## config.mk

```make
export PLATFORM = sky130hd
export DESIGN_NAME = qte_prerot
export DESIGN_NICKNAME = d
export VERILOG_FILES = /design/src/quaternion_to_euler_angles_assert.svh /design/src/qte_pkg.sv /design/src/qte_prerot.sv
export SDC_FILE = /design/constraint.sdc
export NUM_CORES = 1
export LEC_CHECK = 0
export BUFFER_PORTS_ARGS = -buffer_cell sky130_fd_sc_hd__buf_2
export CAP_MARGIN = 0
export CORE_ASPECT_RATIO = 0.9
export CORE_MARGIN = 4
export CORE_UTILIZATION = 30
export CTS_CLUSTER_SIZE = 30
export DETAILED_ROUTE_END_ITERATION = 10
export HOLD_SLACK_MARGIN = 0.05
export PLACE_DENSITY = 0.64
export SLEW_MARGIN = 25
export SYNTH_ARGS = -nofsm -noshare
export SYNTH_HDL_FRONTEND = slang
export SYNTH_SLANG_ARGS = --single-unit
```

## constraint.sdc

```tcl
create_clock -name clk_i -period 4.5 [get_ports clk_i]
set_input_delay 0.225 -clock clk_i [delete_from_list [all_inputs] [get_ports clk_i]]
set_output_delay 0.225 -clock clk_i [all_outputs]
set_load 0.01 [all_outputs]
```

## src/quaternion_to_euler_angles_assert.svh

```systemverilog
// Assertion macros for the quaternion to Euler angle converter.
// Included by the top level; no other dependencies.
`ifndef QUATERNION_TO_EULER_ANGLES_ASSERT_SVH
`define QUATERNION_TO_EULER_ANGLES_ASSERT_SVH
`ifndef SYNTHESIS
`define QTE_ASSERT(lbl, clk, rstn, prop) \
  lbl: assert property (@(posedge clk) disable iff (!rstn) (prop)) \
    else $error("assertion failed");
`define QTE_ASSERT_NEXT(lbl, clk, rstn, ante, cons) \
  lbl: assert property (@(posedge clk) disable iff (!rstn) (ante) |=> (cons)) \
    else $error("assertion failed");
`else
`define QTE_ASSERT(lbl, clk, rstn, prop)
`define QTE_ASSERT_NEXT(lbl, clk, rstn, ante, cons)
`endif
`endif

```

## src/qte_pkg.sv

```systemverilog
// Shared types, widths and the CORDIC angle table for the converter.
// No dependencies.
package qte_pkg;
  localparam int AW = 34;
  localparam int CW = 37;
  localparam int ZW = 24;
  localparam int RW = 57;
  localparam int SW = 29;
  localparam int HALF_PI_Q20 = 1647099;
  localparam int PI_Q13 = 25736;
  localparam int HALF_PI_Q13 = 12868;

  typedef struct packed {
    logic signed [AW-1:0] sr;
    logic signed [AW-1:0] cr;
    logic signed [AW-1:0] sy;
    logic signed [AW-1:0] cy;
    logic signed [AW-1:0] sp;
    logic                 clamp;
  } side_t;

  typedef struct packed {
    logic signed [CW-1:0] x;
    logic signed [CW-1:0] y;
    logic signed [ZW-1:0] z;
    logic                 zero;
    logic [1:0]           tag;
  } cordic_t;

  function automatic logic signed [ZW-1:0] ang_tab(input logic [4:0] i);
    logic signed [ZW-1:0] a;
    unique case (i)
      5'd0:  a = 24'sd823550;
      5'd1:  a = 24'sd486170;
      5'd2:  a = 24'sd256879;
      5'd3:  a = 24'sd130396;
      5'd4:  a = 24'sd65451;
      5'd5:  a = 24'sd32757;
      5'd6:  a = 24'sd16383;
      5'd7:  a = 24'sd8192;
      5'd8:  a = 24'sd4096;
      5'd9:  a = 24'sd2048;
      5'd10: a = 24'sd1024;
      5'd11: a = 24'sd512;
      5'd12: a = 24'sd256;
      5'd13: a = 24'sd128;
      5'd14: a = 24'sd64;
      5'd15: a = 24'sd32;
      5'd16: a = 24'sd16;
      5'd17: a = 24'sd8;
      5'd18: a = 24'sd4;
      5'd19: a = 24'sd2;
      5'd20: a = 24'sd1;
      default: a = '0;
    endcase
    return a;
  endfunction
endpackage

```

## src/qte_prerot.sv

```systemverilog
// Quadrant pre-rotation and zero detect ahead of the CORDIC row.
// Depends on qte_pkg.
module qte_prerot (
  input  logic                     clk_i,
  input  logic                     en_i,
  input  logic signed [qte_pkg::AW-1:0] y_i,
  input  logic signed [qte_pkg::AW-1:0] x_i,
  input  logic [1:0]               tag_i,
  output qte_pkg::cordic_t         c_o
);
  import qte_pkg::*;

  logic signed [CW-1:0] xe;
  logic signed [CW-1:0] ye;
  cordic_t c_d;

  assign xe = CW'(x_i);
  assign ye = CW'(y_i);

  always_comb begin
    c_d.x    = xe;
    c_d.y    = ye;
    c_d.z    = '0;
    c_d.zero = (x_i == '0) && (y_i == '0);
    c_d.tag  = tag_i;
    if (x_i < 0) begin
      if (y_i >= 0) begin
        c_d.x = ye;
        c_d.y = -xe;
        c_d.z = ZW'(HALF_PI_Q20);
      end else begin
        c_d.x = -ye;
        c_d.y = xe;
        c_d.z = -ZW'(HALF_PI_Q20);
      end
    end
  end

  always_ff @(posedge clk_i) begin
    if (en_i) begin
      c_o <= c_d;
    end
  end
endmodule

```

-- Word-level counts from Yosys, hierarchy flattened
Cells that the tools add are included.
- multiplexer cells: 2
- add/sub/neg operators: 2
- $lt $le $gt $ge: 2
- reductions and logical operators: 3
- operators by type and width (operator ; count):
    98-bit two-way mux ; 2
    34-bit negator with 37-bit output ; 2
    34-bit zero test ; 2
    34-bit by 1-bit greater-or-equal comparator with 1-bit output (second input constant) ; 1
    34-bit by 1-bit < comparator with 1-bit output (second input constant) ; 1
    1-bit logical AND ; 1
- output and inout bits: 101
- register bits after elaboration: 101
- word-level logic and storage cells: 14

-- Depth between registers and ports, before layout
- depth in word-level cells: 3
- depth in mapped cells: 7
- gate-level depth less buffers: 6

-- Worst setup path before layout
OpenSTA, ideal clock, no wires.
- path type: input to register
- from: in y_i[0] in the netlist's numbering
- to: reg c_o[82] in the netlist's numbering (data pin)
- arrival: 2048 ps
- stages: 7
- setup slack: 2188 ps
- path buffers: 1
- required time: 4236 ps
- setup time: 264 ps
- cells stage by stage: inv_1 > ha_1 > or4b_1 > clkbuf_1 > nor4_1 > a2111o_1 > nand3_1
- RTL lines (what ; line ; RTL):
    start: declaration ; qte_prerot.sv:6 ; input logic signed [qte_pkg::AW-1:0] y_i,
    end signal: assignment ; qte_prerot.sv:41 ; c_o <= c_d;
    end: declaration ; qte_prerot.sv:9 ; output qte_pkg::cordic_t c_o

==> impl_summary.md <==
Worst setup path
For the worst setup path, the data arrival time is around 2.5 ns. Data on the critical path is required at its endpoint by ~4.6 ns. Of all nets on the critical path, the largest fanout is 11. In this design, the largest share of critical-path delay is due to simple AND/OR/NAND/NOR gates. The kind of start point of the critical path is an input port. In this design, the stage delay of the slowest critical-path cell is around 0.9 ns. STA classifies the critical path endpoint as a register. The largest individual stage delay along the critical path comes from the cell nor4_1. The setup path with the least slack is of type in -> reg.

Traced cell by cell, the critical path runs through buf_2 > inv_1 > ha_1 > or4b_1 > nor4_1 > a2111o_1 > nand3_1. The critical path contains buffers and inverters numbering 2 combined.

Drt
The detailed-route vias per instance is about 5.5. Once detail routing completed, the nets flagged for antenna violations numbered 0. The via count is between 5,000 and 6,000. The length of the first detailed-routing pass in iterations is 7. The remaining routing DRC violations is 0.

The total routed wirelength is roughly 18 mm. The first routing iteration left 580 violations. The average wire per standard cell is around 19 um.

STA
Setup repair after global routing left no endpoint under its margin. For the final routed database, the setup TNS stands at 0 ns. The worst hold slack across all endpoints is ~0.22 ns. The hold violation total from the final report was 0.

Setup violations remaining at the end of the flow were counted as 0. The post-route clock period utilization is between 50 and 60%. The transition time at the pin with the least slew margin is 0.966 ns. The clock period could shrink to 2.43 ns. Based on the critical path, the design can be clocked at up to ~410 MHz. Measured against its own limit, the worst slew margin works out to 35.0%.

The max-slew violation count is 0.

Yosys
Summing the areas of all compound-gate instances in the mapped netlist gives between 15 and 20% of the synthesized area. The number of synthesized flops with an enable pin is 80. Ranked by total cell area, the synthesized netlist is headed by edfxtp_1 44%, nor2_1 4.0%, nand3_1 3.4%, or4_1 3.1%, clkbuf_1 3.0%.

The count of warnings emitted by yosys is 0. The proportion of synthesized chip area in sequential cells is 43.6%. The xor and xnor fraction of the mapped netlist area is 3.02%.

The synthesized area divided by synthesized cell count is 9.12 um^2. After synthesis, the share of flip-flops with an asynchronous set or reset is 0%. After synthesis, the largest family of logic cells by area is simple AND/OR/NAND/NOR gates. The number of flip-flops and latches in the synthesized netlist is 80.

The synthesized netlist devotes between 20 and 30% of its cell area to simple gates. The cell accounting for the most synthesized area is edfxtp_1. The mux share of post-synthesis cell area is less than 1%. The netlist area before placement is between 5000 and 6000 um^2. The most instantiated flip-flop cell in the synthesis netlist is edfxtp_1. After synthesis, the netlist uses 52 different library cells.

The adder-cell share of the synthesized area is less than 1%. Of the post-synthesis cell area, the dominant cell type holds 43.6%. The cell count after synthesis came out at 604.

Cells and area
In the final layout, the registers with the most flip-flops are c_o: 80 flops. The total number of nets in the final design is 800. c_o holds more flip-flops than any other register. The final standard cell count with taps included and fillers excluded is roughly 1,000. The register with the most flip-flops in the layout has 80 of them. The area growth from synthesis to layout is 21.9%. The layout cell share with drive strength beyond 1 is between 20 and 30%.

Clock network
Post-CTS repair changed the size of 0 cells. The clock buffer count from CTS is 9. TritonCTS built the clock tree. The longest clock path from root to sink contains 2 buffers. The number of levels in the clock H-tree is 3. The library cell used as clock root buffer is clkbuf_16. The hold-fix buffer count after cts is 2. Clock-pin slew was measured on the worst setup and hold paths at 0.07 ns.

The setup fix buffers added after clock tree synthesis is 0. The number of clock sinks seen by CTS is 80.

Pwr
The analysis attributes to cell leakage a power of 2.50 nW. Across the VDD grid, the largest voltage drop is 0.149 mV. The internal power of the cells totals around 1.6 mW. The fraction of power consumed by combinational cells is roughly 20%.

Net switching is 27.5% of the power. The register share of total power is roughly 44%. The part of the power in the clock network is 36.6%. Summed over all nets, the switching power comes to ~0.59 mW. The power density over cell area is roughly 320 nW/um^2.

Place
The wire-length estimate of the detail-placed layout is about 13 mm. At the end of routability-driven placement, the weighted congestion stood at approximately 0.86. In this run, placement finished with an instance count of ~950. Buffers placed on the I/O ports in this run total between 150 and 200.

GRT
The total congestion overflow after global routing is 0. The number of global-route vias before repair is 4,854. The initial antenna violation count is 2. The maximum number of pins on one net before global-route repair is between 100 and 150. For this run, the total global-route usage over all layers was measured as roughly 18%. The global-route wire length before repair is 27.7 mm.

Floorplanning
between 150 and 200 I/O pins were placed. The cell row count is 46. The width of the die is about 150 um. The starting utilization of the core area is approximately 31%. The core area is ~18,000 um^2. The floorplan step set the die height to about 140 um. The die covers just over 20,000 um^2.

Worst hold path
The worst hold-check path type is in -> reg. Counting instances, the worst hold path has a depth of 3. The startpoint identified for the worst hold timing path is y_i[0]. The worst hold path terminates at c_o[64]$_DFFE_PP_.

Run
Max-cap violations in this run came to 0.

Outcome
The run finished with clean final reports.
[area by class of cell]
class	instances	area [um^2]
Timing Repair Buffer	180	938
Antenna cell	1	2.50
Fill cell	1828	11100
Sequential cell	80	2400
Inverter	16	60.1
Multi-Input combinational cell	439	2700
Tap cell	240	300
Clock buffer	10	229
Clock inverter	6	83.8
[layout by cell type, fill, tap and decap left out, types with 15 or more instances in the layout]
| cell | netlist | final |
|---|---|---|
| edfxtp_1 | 80 | 80 |
| nor3_1 | 27 | 27 |
| inv_1 | 15 | 15 |
| nor2b_1 | 15 | 15 |
| nand4_1 | 19 | 19 |
| nand3_1 | 37 | 37 |
| a31oi_1 | 17 | 17 |
| nand2_1 | 30 | 30 |
| or4_1 | 23 | 23 |
| nor2_1 | 59 | 59 |
| a21oi_1 | 29 | 29 |
| buf_2 | 2 | 170 |
[synthesized netlist by cell type, types with 8 or more instances]
| cell type | count |
|---|---|
| edfxtp_1 | 80 |
| nor2_1 | 59 |
| clkbuf_1 | 44 |
| nand3_1 | 37 |
| nand2_1 | 30 |
| a21oi_1 | 29 |
| nor3_1 | 27 |
| or4_1 | 23 |
| buf_4 | 21 |
| nand4_1 | 19 |
| a31oi_1 | 17 |
| inv_1 | 15 |
| nor2b_1 | 15 |
| nor4_1 | 15 |
| or3_1 | 14 |
| xnor2_1 | 13 |
| a22oi_1 | 12 |
| o31ai_1 | 12 |
| o21ai_0 | 11 |
| and2_1 | 10 |
| or2_2 | 10 |
| a311o_1 | 8 |
| and3_1 | 8 |
[logic make-up (layout without fill, tap and decap cells)]
| kind of cell | count (synthesis) | after routing |
|---|---|---|
| adder cells (fa/ha/maj) | 2 | 2 |
| buffers and inverters | 87 | 212 |
| flip-flops | 80 | 80 |
| other | 1 | 4 |
| XOR/XNOR | 19 | 19 |
| multiplexers | 2 | 2 |
| AO/OA/AOI/OAI | 136 | 136 |
| AND/OR/NAND/NOR | 277 | 277 |
[worst max-delay path by stage]
stage	to	from	cells past startpoint	slack, ns
after floorplan	c_o[82]$_DFFE_PP_	y_i[0]	7	2.19
final	c_o[82]$_DFFE_PP_	y_i[0]	7	2.07
after global placement	c_o[58]$_DFFE_PP_	x_i[11]	5	1.73
after detailed placement	c_o[54]$_DFFE_PP_	x_i[11]	5	1.60
after CTS	c_o[54]$_DFFE_PP_	x_i[11]	5	1.96
after global routing	c_o[82]$_DFFE_PP_	y_i[0]	7	1.95
[power by group through the flow]
stage	clock (mW)	combinational [mW]	sequential, mW
global route	0.838	0.473	0.937
floorplan	0	0.193	0.984
global placement	0	0.421	0.947
finish	0.784	0.426	0.930
CTS	0.802	0.426	0.932
detailed placement	0	0.423	0.946
[metal layers]
| layer | GRT usage, % | vias to the layer above | share of wire [%] |
|---|---|---|---|
| met1 | 25.8 | 2479 | 46 |
| li1 | - | 2572 | - |
| met2 | 24.0 | 244 | 42 |
| met3 | 4.67 | 31 | 9.4 |
| met5 | 0 | - | 0.076 |
| met4 | 7.25 | 4 | 2.4 |
[through the flow]
step | cell area (um^2) | util [%] | total power, mW | worst slack, ns
3_3_place_gp | 6370 | 35.7 | 1.37 | 1.73
2_1_floorplan | 5520 | - | 1.18 | 2.19
6_report | 6720 | 37.6 | 2.14 | 2.07
3_5_place_dp | 6370 | 35.7 | 1.37 | 1.60
4_1_cts | 6700 | 37.5 | 2.16 | 1.96
5_1_grt | 6710 | 37.6 | 2.25 | 1.95
[worst min-delay path, stage by stage]
cell	delay, ns
buf_2	0.11
nand2_1	0.05
o21ai_0	0.08
Note: power is estimated with default switching activity, not from simulation.
