## src/quaternion_to_euler_angles_assert.svh

```systemverilog
// Assertion macros for the quaternion to Euler angle converter.
// Included by the top level; no other dependencies.
`ifndef QUATERNION_TO_EULER_ANGLES_ASSERT_SVH
`define QUATERNION_TO_EULER_ANGLES_ASSERT_SVH
`ifndef SYNTHESIS
`define QTE_ASSERT(lbl, clk, rstn, prop) \
  lbl: assert property (@(posedge clk) disable iff (!rstn) (prop)) \
    else $error("assertion failed");
`define QTE_ASSERT_NEXT(lbl, clk, rstn, ante, cons) \
  lbl: assert property (@(posedge clk) disable iff (!rstn) (ante) |=> (cons)) \
    else $error("assertion failed");
`else
`define QTE_ASSERT(lbl, clk, rstn, prop)
`define QTE_ASSERT_NEXT(lbl, clk, rstn, ante, cons)
`endif
`endif

```

## src/qte_pkg.sv

```systemverilog
// Shared types, widths and the CORDIC angle table for the converter.
// No dependencies.
package qte_pkg;
  localparam int AW = 34;
  localparam int CW = 37;
  localparam int ZW = 24;
  localparam int RW = 57;
  localparam int SW = 29;
  localparam int HALF_PI_Q20 = 1647099;
  localparam int PI_Q13 = 25736;
  localparam int HALF_PI_Q13 = 12868;

  typedef struct packed {
    logic signed [AW-1:0] sr;
    logic signed [AW-1:0] cr;
    logic signed [AW-1:0] sy;
    logic signed [AW-1:0] cy;
    logic signed [AW-1:0] sp;
    logic                 clamp;
  } side_t;

  typedef struct packed {
    logic signed [CW-1:0] x;
    logic signed [CW-1:0] y;
    logic signed [ZW-1:0] z;
    logic                 zero;
    logic [1:0]           tag;
  } cordic_t;

  function automatic logic signed [ZW-1:0] ang_tab(input logic [4:0] i);
    logic signed [ZW-1:0] a;
    unique case (i)
      5'd0:  a = 24'sd823550;
      5'd1:  a = 24'sd486170;
      5'd2:  a = 24'sd256879;
      5'd3:  a = 24'sd130396;
      5'd4:  a = 24'sd65451;
      5'd5:  a = 24'sd32757;
      5'd6:  a = 24'sd16383;
      5'd7:  a = 24'sd8192;
      5'd8:  a = 24'sd4096;
      5'd9:  a = 24'sd2048;
      5'd10: a = 24'sd1024;
      5'd11: a = 24'sd512;
      5'd12: a = 24'sd256;
      5'd13: a = 24'sd128;
      5'd14: a = 24'sd64;
      5'd15: a = 24'sd32;
      5'd16: a = 24'sd16;
      5'd17: a = 24'sd8;
      5'd18: a = 24'sd4;
      5'd19: a = 24'sd2;
      5'd20: a = 24'sd1;
      default: a = '0;
    endcase
    return a;
  endfunction
endpackage

```

## src/qte_sqrt_cell.sv

```systemverilog
// One result bit of the pipelined integer square root; carries side data.
// Depends on qte_pkg.
module qte_sqrt_cell #(
  parameter int BIT = 0
) (
  input  logic                clk_i,
  input  logic                en_i,
  input  logic [qte_pkg::RW-1:0] rem_i,
  input  logic [qte_pkg::SW-1:0] root_i,
  input  qte_pkg::side_t      side_i,
  output logic [qte_pkg::RW-1:0] rem_o,
  output logic [qte_pkg::SW-1:0] root_o,
  output qte_pkg::side_t      side_o
);
  import qte_pkg::*;

  logic [RW+1:0] trial;
  logic [RW+1:0] rem_x;
  logic          take;

  assign trial = ((RW+2)'(root_i) << (BIT + 1)) | ((RW+2)'(1) << (2 * BIT));
  assign rem_x = (RW+2)'(rem_i);
  assign take  = rem_x >= trial;

  always_ff @(posedge clk_i) begin
    if (en_i) begin
      rem_o  <= take ? RW'(rem_x - trial) : rem_i;
      root_o <= take ? (root_i | (SW'(1) << BIT)) : root_i;
      side_o <= side_i;
    end
  end
endmodule

```

## config.mk

```make
export PLATFORM = sky130hd
export DESIGN_NAME = qte_sqrt_cell
export DESIGN_NICKNAME = d
export VERILOG_FILES = /design/src/quaternion_to_euler_angles_assert.svh /design/src/qte_pkg.sv /design/src/qte_sqrt_cell.sv
export SDC_FILE = /design/constraint.sdc
export NUM_CORES = 1
export LEC_CHECK = 0
export ABC_AREA = 1
export BUFFER_PORTS_ARGS = -buffer_cell sky130_fd_sc_hd__buf_2
export CAP_MARGIN = 20
export CORE_AREA = 10 10 194 196
export CTS_BUF_LIST = sky130_fd_sc_hd__clkbuf_8
export CTS_CLUSTER_SIZE = 12
export DETAILED_ROUTE_END_ITERATION = 16
export DIE_AREA = 0 0 204 206
export PLACE_DENSITY = 0.7
export RECOVER_POWER = 25
export SETUP_SLACK_MARGIN = 0.02
export SLEW_MARGIN = 30
export SYNTH_ARGS = -nofsm -noshare
export SYNTH_HDL_FRONTEND = slang
export SYNTH_SLANG_ARGS = --single-unit
```

## constraint.sdc

```tcl
create_clock -name clk_i -period 2.6 [get_ports clk_i]
set_input_delay 0.52 -clock clk_i [delete_from_list [all_inputs] [get_ports clk_i]]
set_output_delay 0.52 -clock clk_i [all_outputs]
set_load 0.01 [all_outputs]
```

* After elaboration in Yosys (flattened, before gate mapping) *
Index checks and enable logic that the tools add are counted.
Widths: inputs -> output; s select.

storage, ports and cells
  flip-flop bits (word level) = 257
  output and inout bits = 257
  word-level logic and storage cells = 12

operators by class
  mux-type cells = 1
  $add $sub $neg = 1
  order comparisons = 1

operators by type and width
  cell            number
  $ge 57x30->1    1
  $mux 57         1
  $sub 57x30->57  1

* Depth between registers and ports, before layout *
Gate-level depths: netlist of run 1.

  depth in word-level cells = 2
  mapped depth = 16

* Worst setup path before layout of run 1 *
Ideal clock, no wire load.

  kind = input to register
  start = input port root_i[11] (netlist bit)
  end = register root_o[0] (netlist bit), data pin
  arrival time = 1976 ps
  stages on the path = 13
  data required time = 2344 ps
  path slack = 368 ps
  setup time = 256 ps
  cells stage by stage = inv_1 > ha_1 > nand2_1 > inv_2 > nand2_1 > nand2_1 > nand2_1 > nand2_1 > a21oi_2 > nand2_2 > a21oi_4 > buf_6 > nand2_1

on the way
  longest elaborated chain between the ends = 1

RTL lines
  what                  RTL line             source
  from (decl)           qte_sqrt_cell.sv:9   input logic [qte_pkg::SW-1:0] root_i,
  $ge 57x30->1          qte_sqrt_cell.sv:23  assign take = rem_x >= trial;
  to (signal assigned)  qte_sqrt_cell.sv:28  root_o <= take ? (root_i | (SW'(1) << BIT)) : root_i;
  to (decl)             qte_sqrt_cell.sv:12  output logic [qte_pkg::SW-1:0] root_o,

Every way passes these cells.
A chain may end at the register's enable or synchronous reset.

* Final worst setup path of run 1 *
  start = input port root_i[21] (netlist bit)
  end = register rem_o[12] (netlist bit), data pin

on the way
  longest elaborated chain between the ends = 2

RTL lines
  what                  RTL line             source
  $ge 57x30->1          qte_sqrt_cell.sv:23
  $mux 57               qte_sqrt_cell.sv:27  rem_o <= take ? RW'(rem_x - trial) : rem_i;
  to (signal assigned)  qte_sqrt_cell.sv:27
  to (decl)             qte_sqrt_cell.sv:11  output logic [qte_pkg::RW-1:0] rem_o,

Every way passes these cells.

==> flow_summary.json, run 1 <==
{
  "grt_pass1_wl_um": 74500,
  "maxClockFrequency_ghz": 0.479,
  "wire_per_inst_um": 21.7,
  "grt_max_degree": 64,
  "hpwl_um": 44300,
  "clk_pin_slew_ns": 0.06,
  "die_x_um": 204,
  "cts_sinks": 257,
  "crit_chain": "clkbuf_1 > inv_1 > ha_1 > nand2_1 > nor2_1 > nand2_1 > nor2_2 > nand2_1 > nor2_1 > nor2_2 > nand2_2 > a21oi_4 > buf_4 > nand2_1 > nand2_1",
  "overflow": 0,
  "dieArea_um2": 42000,
  "start_util_pct": 36.4,
  "postCtsHoldBufs": 0,
  "netlist_top_cells_area": "edfxtp_1 63%, nand2_1 14%, inv_1 6.7%",
  "ioPinCount": 516,
  "setup_violations": 0,
  "synth_top_area_cell": "edfxtp_1",
  "synth_area_per_cell_um2": 9.71,
  "path_max_fanout": 14,
  "drt_iter0_markers": 628,
  "relSlewSlack_pct": 69.1,
  "cts_resized": 0,
  "drc": 0,
  "critical_path.max_stage_delay_ns": 0.35,
  "period_minus_slack_ns": 2.09,
  "final_core_util_pct": 50.2,
  "netlist_area_um2": 12300,
  "wl_um": 52500,
  "power.leakage_uw": 0.00837,
  "core_um2": 33900,
  "synthCells": 1272,
  "ys_ff_latch": 257,
  "final_cell_area_um2": 17000,
  "nNetsFinal": 2207,
  "ctsLongestPathBuffers": 3,
  "syn-num-nets": 1562,
  "dr_total_vias": 11200,
  "hold_class": "primary input to flip-flop",
  "stdcell_count": 2415,
  "crit_end": "rem_o[12]",
  "area_growth_pct": 38.0,
  "numCtsBuffers": 45,
  "cp_data_required_time_ns": 2.95,
  "placed_cell_area_um2": 16200,
  "finalPower_uw": 10600,
  "cp_data_arrival_time_ns": 2.44,
  "rsz0062_at_grt": "false",
  "worst_pin_slew_ns": 0.459,
  "finalHoldViolations": 0,
  "synthDistinctLibCells": 28,
  "crit_buf_inv": 3,
  "grt_use_total_pct": 24.3,
  "portBuffers": 515,
  "crit_top_cell": "nand2_1",
  "setup.worst_path.start": "root_i[21]",
  "cts.htree.levels": 2,
  "drtPass1Iterations": 6,
  "ctsRootBufferMaster": "clkbuf_8",
  "status": "finished, final reports clean",
  "antenna_found_initial": 18,
  "power.density_nw_per_um2": 620,
  "final.period_utilization_pct": 80.3,
  "viasPerCell": 4.65,
  "synth_top_cell_area_share_pct": 62.5,
  "crit_cells": 15,
  "tns_ns": 0,
  "endpoint_kind": "flip-flop",
  "cp_top_family": "simple AND/OR/NAND/NOR gates",
  "gp_congestion": 0.965,
  "vdd_ir_drop_max_v": 0.000319,
  "num_rows": 68,
  "synth-seq-area-share_pct": 62.5,
  "drive_above_1_share_pct": 35.4,
  "maxSlewViolCount": 0,
  "drtAntennaViolNets": 0,
  "crit_slowest_cell": "ha_1",
  "cts_tree": "built",
  "dp_cells": 2325,
  "cts_setup_buffers": 0,
  "die_y_um": 206,
  "startpoint_type": "primary input",
  "maxCapViolCount": 0,
  "grt_pass1_vias": 11300,
  "worst-setup-path-type": "primary input to flip-flop",
  "ys_warn_count": 0
}
==> state kept, by name, indices dropped and copies added, names as in the netlist <==
register  cells
root_o       29
rem_o        57
side_o      171
==> power by group <==
group	total, uW	switching, uW	internal [uW]
combinational	1990	1230	764
sequential	5090	98.3	4990
clock	3480	1710	1770
==> area by class of cell <==
cell class | instances | area (um^2)
clock buffers | 46 | 633
repair buffers | 606 | 3360
clock inverters | 32 | 189
flip-flops and latches | 257 | 7720
diodes | 12 | 30.0
inverters | 225 | 845
multi-input cells | 782 | 3690
fillers | 3254 | 16900
well taps | 455 | 569
==> cell families after synthesis <==
kind of cell / count (synthesis) / share of synthesized area [%]
flops: 257 / 62.5
simple gates: 685 / 22.7
buf+inv: 233 / 7.57
fa+ha+maj: 31 / 3.20
compound gates: 43 / 2.40
xor+xnor: 23 / 1.63
==> Yosys cell counts <==
master / instances
a21oi_1: 18
a21oi_2: 18
a21oi_4: 1
and2_1: 7
buf_6: 8
edfxtp_1: 257
fa_1: 1
ha_1: 30
inv_1: 221
inv_2: 4
nand2_1: 463
nand2_2: 9
nand2_4: 1
nand3_1: 60
nand3_2: 1
nand3b_1: 7
nand4_1: 12
nor2_1: 106
nor2_2: 7
nor3_1: 7
nor3_2: 1
nor3b_1: 2
nor4_1: 1
o21ai_0: 5
o21bai_1: 1
or2_2: 1
xnor2_1: 1
xor2_1: 22
==> routing by layer <==
layer	global-route usage, %	wire, um
met1	28.9	20100
met2	40.1	24900
met3	8.84	5630
met4	8.46	1730
met5	0	129
==> how the worst min path moves through the flow <==
stage                    start  cells after the start    endpoint  slack, ns
finish              side_i[22]                      1  side_o[22]        0.1
global route        side_i[63]                      1  side_o[63]       0.05
CTS                 side_i[22]                      1  side_o[22]       0.04
detailed placement  side_i[98]                      1  side_o[98]       0.70
global placement    side_i[46]                      1  side_o[46]       0.70
floorplan           root_i[10]                      0  root_o[10]       0.62
==> placed cells by master (no fill, tap or decap), drive strengths merged, types with 2 or more instances in the layout <==
| cell type | n |
|---|---|
| buf | 588 |
| nand2 | 473 |
| edfxtp | 257 |
| inv | 236 |
| nor2 | 113 |
| clkbuf | 64 |
| nand3 | 61 |
| a21oi | 37 |
| ha | 30 |
| xor2 | 22 |
| clkinv | 16 |
| diode | 12 |
| nand4 | 12 |
| nor3 | 8 |
| and2 | 7 |
| nand3b | 7 |
| o21ai | 5 |
| clkinvlp | 4 |
| nor3b | 2 |
==> per-stage QoR <==
step | hold slack [ns] | setup slack, ns
2_1_floorplan | 0.619 | 0.368
3_3_place_gp | 0.697 | -0.0233
3_5_place_dp | 0.698 | -0.0402
4_1_cts | 0.0428 | 0.602
5_1_grt | 0.0507 | 0.365
6_report | 0.100 | 0.512
Note: power is estimated with default switching activity, not from simulation.
==> run 2, diff against run 1 <==
- clock period: 2.6 -> 2.1 ns (I/O delays scaled with it)
==> run 2 against run 1 <==
  * The run now ends with capacitance limit left
  * Sequential cell count unchanged
  * Critical path type unchanged
  * Clock power up 28%
  * Cell area up 16%
  * Utilization rose by 7.9 points
  * Critical path depth is the same
==> flow_summary.json, run 2 (same netlist as run 1, synthesis figures left out) <==
{
  "status": "complete, but fails checks",
  "violations": "capacitance limit",
  "power_frac_comb_pct": 21.8,
  "worst_pin_slew_ns": 1.50,
  "drt_iter0_markers": 990,
  "core_um2": 33900,
  "placed_cell_area_um2": 17400,
  "largest_reg_flops": 171,
  "vdd_ir_drop_max_v": 0.000549,
  "seqPwrFrac_pct": 46.0,
  "startpoint_type": "primary input",
  "dr_total_vias": 12400,
  "die_x_um": 204,
  "antenna_found_initial": 16,
  "cts_sinks": 257,
  "num_rows": 68,
  "wl_um": 57900,
  "period_minus_slack_ns": 1.95,
  "area_growth_pct": 59.6,
  "top_usage_layer": "met2",
  "final_common_cell": "buf_2",
  "clockPowerShare_pct": 32.3,
  "worst-setup-path-type": "primary input to flip-flop",
  "cts.htree.levels": 2,
  "grt_use_met1_pct": 31.4,
  "drc": 0,
  "gp_congestion": 0.958,
  "maxCapViolCount": 1,
  "power.leakage_uw": 0.00954,
  "clk_pin_slew_ns": 0.06,
  "detailedPlace.worstSlack_ns": -0.469,
  "p_sw_uw": 4010,
  "power.density_nw_per_um2": 700,
  "viasPerCell": 4.64,
  "drtPass1Iterations": 5,
  "grt_pass1_vias": 12700,
  "intPower_uw": 9780,
  "reg_top3": "side_o (171), rem_o (57), root_o (29)",
  "hold_class": "primary input to flip-flop",
  "finalHoldViolations": 0,
  "dieArea_um2": 42000,
  "dp_cells": 2443,
  "maxSlewViolCount": 0,
  "final_cell_area_um2": 19700,
  "start_util_pct": 36.4,
  "stdcell_count": 2677,
  "path_max_fanout": 23,
  "final.period_utilization_pct": 92.9,
  "cts_setup_buffers": 0,
  "wire_per_inst_um": 21.6,
  "final_cell_mix": "495 x buf_2, 462 x nand2_1, 257 x edfxtp_1",
  "grt_use_total_pct": 26.7,
  "grt_pass1_wl_um": 82700,
  "cp_data_required_time_ns": 2.44,
  "final_core_util_pct": 58.1,
  "endpoint_kind": "flip-flop",
  "maxClockFrequency_ghz": 0.512,
  "drtAntennaViolNets": 0,
  "hpwl_um": 46000,
  "nNetsFinal": 2470,
  "die_y_um": 206,
  "drive_above_1_share_pct": 37.9,
  "overflow": 0,
  "met2_usage_pct": 45.3,
  "use_met3_pct": 7.81,
  "top_register": "side_o",
  "cp_data_arrival_time_ns": 2.29,
  "grt_max_degree": 62,
  "relSlewSlack_pct": 0.0722,
  "rsz0062_at_grt": "false",
  "ioPinCount": 516,
  "setup_violations": 0,
  "fin_ws_ns": 0.148,
  "ctsRootBufferMaster": "clkbuf_8",
  "swShare_pct": 29.1,
  "tns_ns": 0,
  "cts_tree": "built",
  "ctsLongestPathBuffers": 3,
  "portBuffers": 515,
  "numCtsBuffers": 44
}
==> run 2: cell count changes in the layout (fill, tap and decap cells not counted), moves of 2 or more <==
cell / delta
buf_4: +115
buf_12: -2
clkinv_2: +4
ha_4: +27
buf_6: +2
clkinv_1: +3
ha_1: -27
inv_6: -2
nor2_1: -3
inv_1: -4
clkinvlp_4: -2
nor2_2: +3
clkbuf_2: +3
dlygate4sd3_1: +146
==> run 2: path summary, 6_finish.rpt <==
kind	from	end	slack (ns)	depth (start not counted)
setup / recovery	root_i[17]	rem_o[47]	0.15	15
hold / removal	side_i[12]	side_o[12]	0.03	1
==> run 2: layout make-up <==
| type | instances | area, um^2 |
|---|---|---|
| Inverter | 225 | 845 |
| Fill cell | 2943 | 14200 |
| Tap cell | 455 | 569 |
| Sequential cell | 257 | 7720 |
| Multi-Input combinational cell | 782 | 4050 |
| Antenna cell | 11 | 27.5 |
| Clock inverter | 32 | 205 |
| Timing Repair Buffer | 870 | 5680 |
| Clock buffer | 45 | 619 |
==> run 2: what timing repair did <==
item | in CTS | in global routing
resized for setup | 0 | 3
endpoints found under the setup margin | 0 | 44
hold endpoints to repair | 145 | 1
hold buffers | 145 | 1
==> run 2: power by group through the flow <==
| stage | clock network [uW] | registers, uW | logic (uW) |
|---|---|---|---|
| 2_1_floorplan | 0 | 6660 | 813 |
| 3_3_place_gp | 0 | 6430 | 2730 |
| 3_5_place_dp | 0 | 6430 | 2760 |
| 4_1_cts | 4530 | 6340 | 3010 |
| 5_1_grt | 4780 | 6380 | 3250 |
| 6_report | 4450 | 6340 | 3000 |
==> run 2: metal layers <==
layer	part of all wire, %	routed length [um]	vias to the layer above
met5	0.13	75	-
met4	4.1	2380	12
met3	9.0	5220	119
met2	48	28000	540
met1	38	22200	5840
li1	-	-	5903
==> run 2: metrics by stage <==
step | hold slack, ns | power, uW
floorplan | 0.519 | 7470
global placement | 0.597 | 9160
detailed placement | 0.598 | 9190
CTS | 0.000813 | 13900
global route | 0.00340 | 14400
finish | 0.0307 | 13800
==> run 2: critical path, cell delays in order <==
cell      delay [ns]
clkbuf_1        0.18
inv_1           0.11
ha_4            0.24
nand2_1         0.11
nor2_2          0.06
nand2_1         0.13
nor2_2          0.07
nand2_1         0.08
nor2_1          0.05
nor2_2          0.15
nand2_2         0.08
a21oi_4         0.16
buf_12          0.23
buf_12          0.16
a21oi_2         0.04
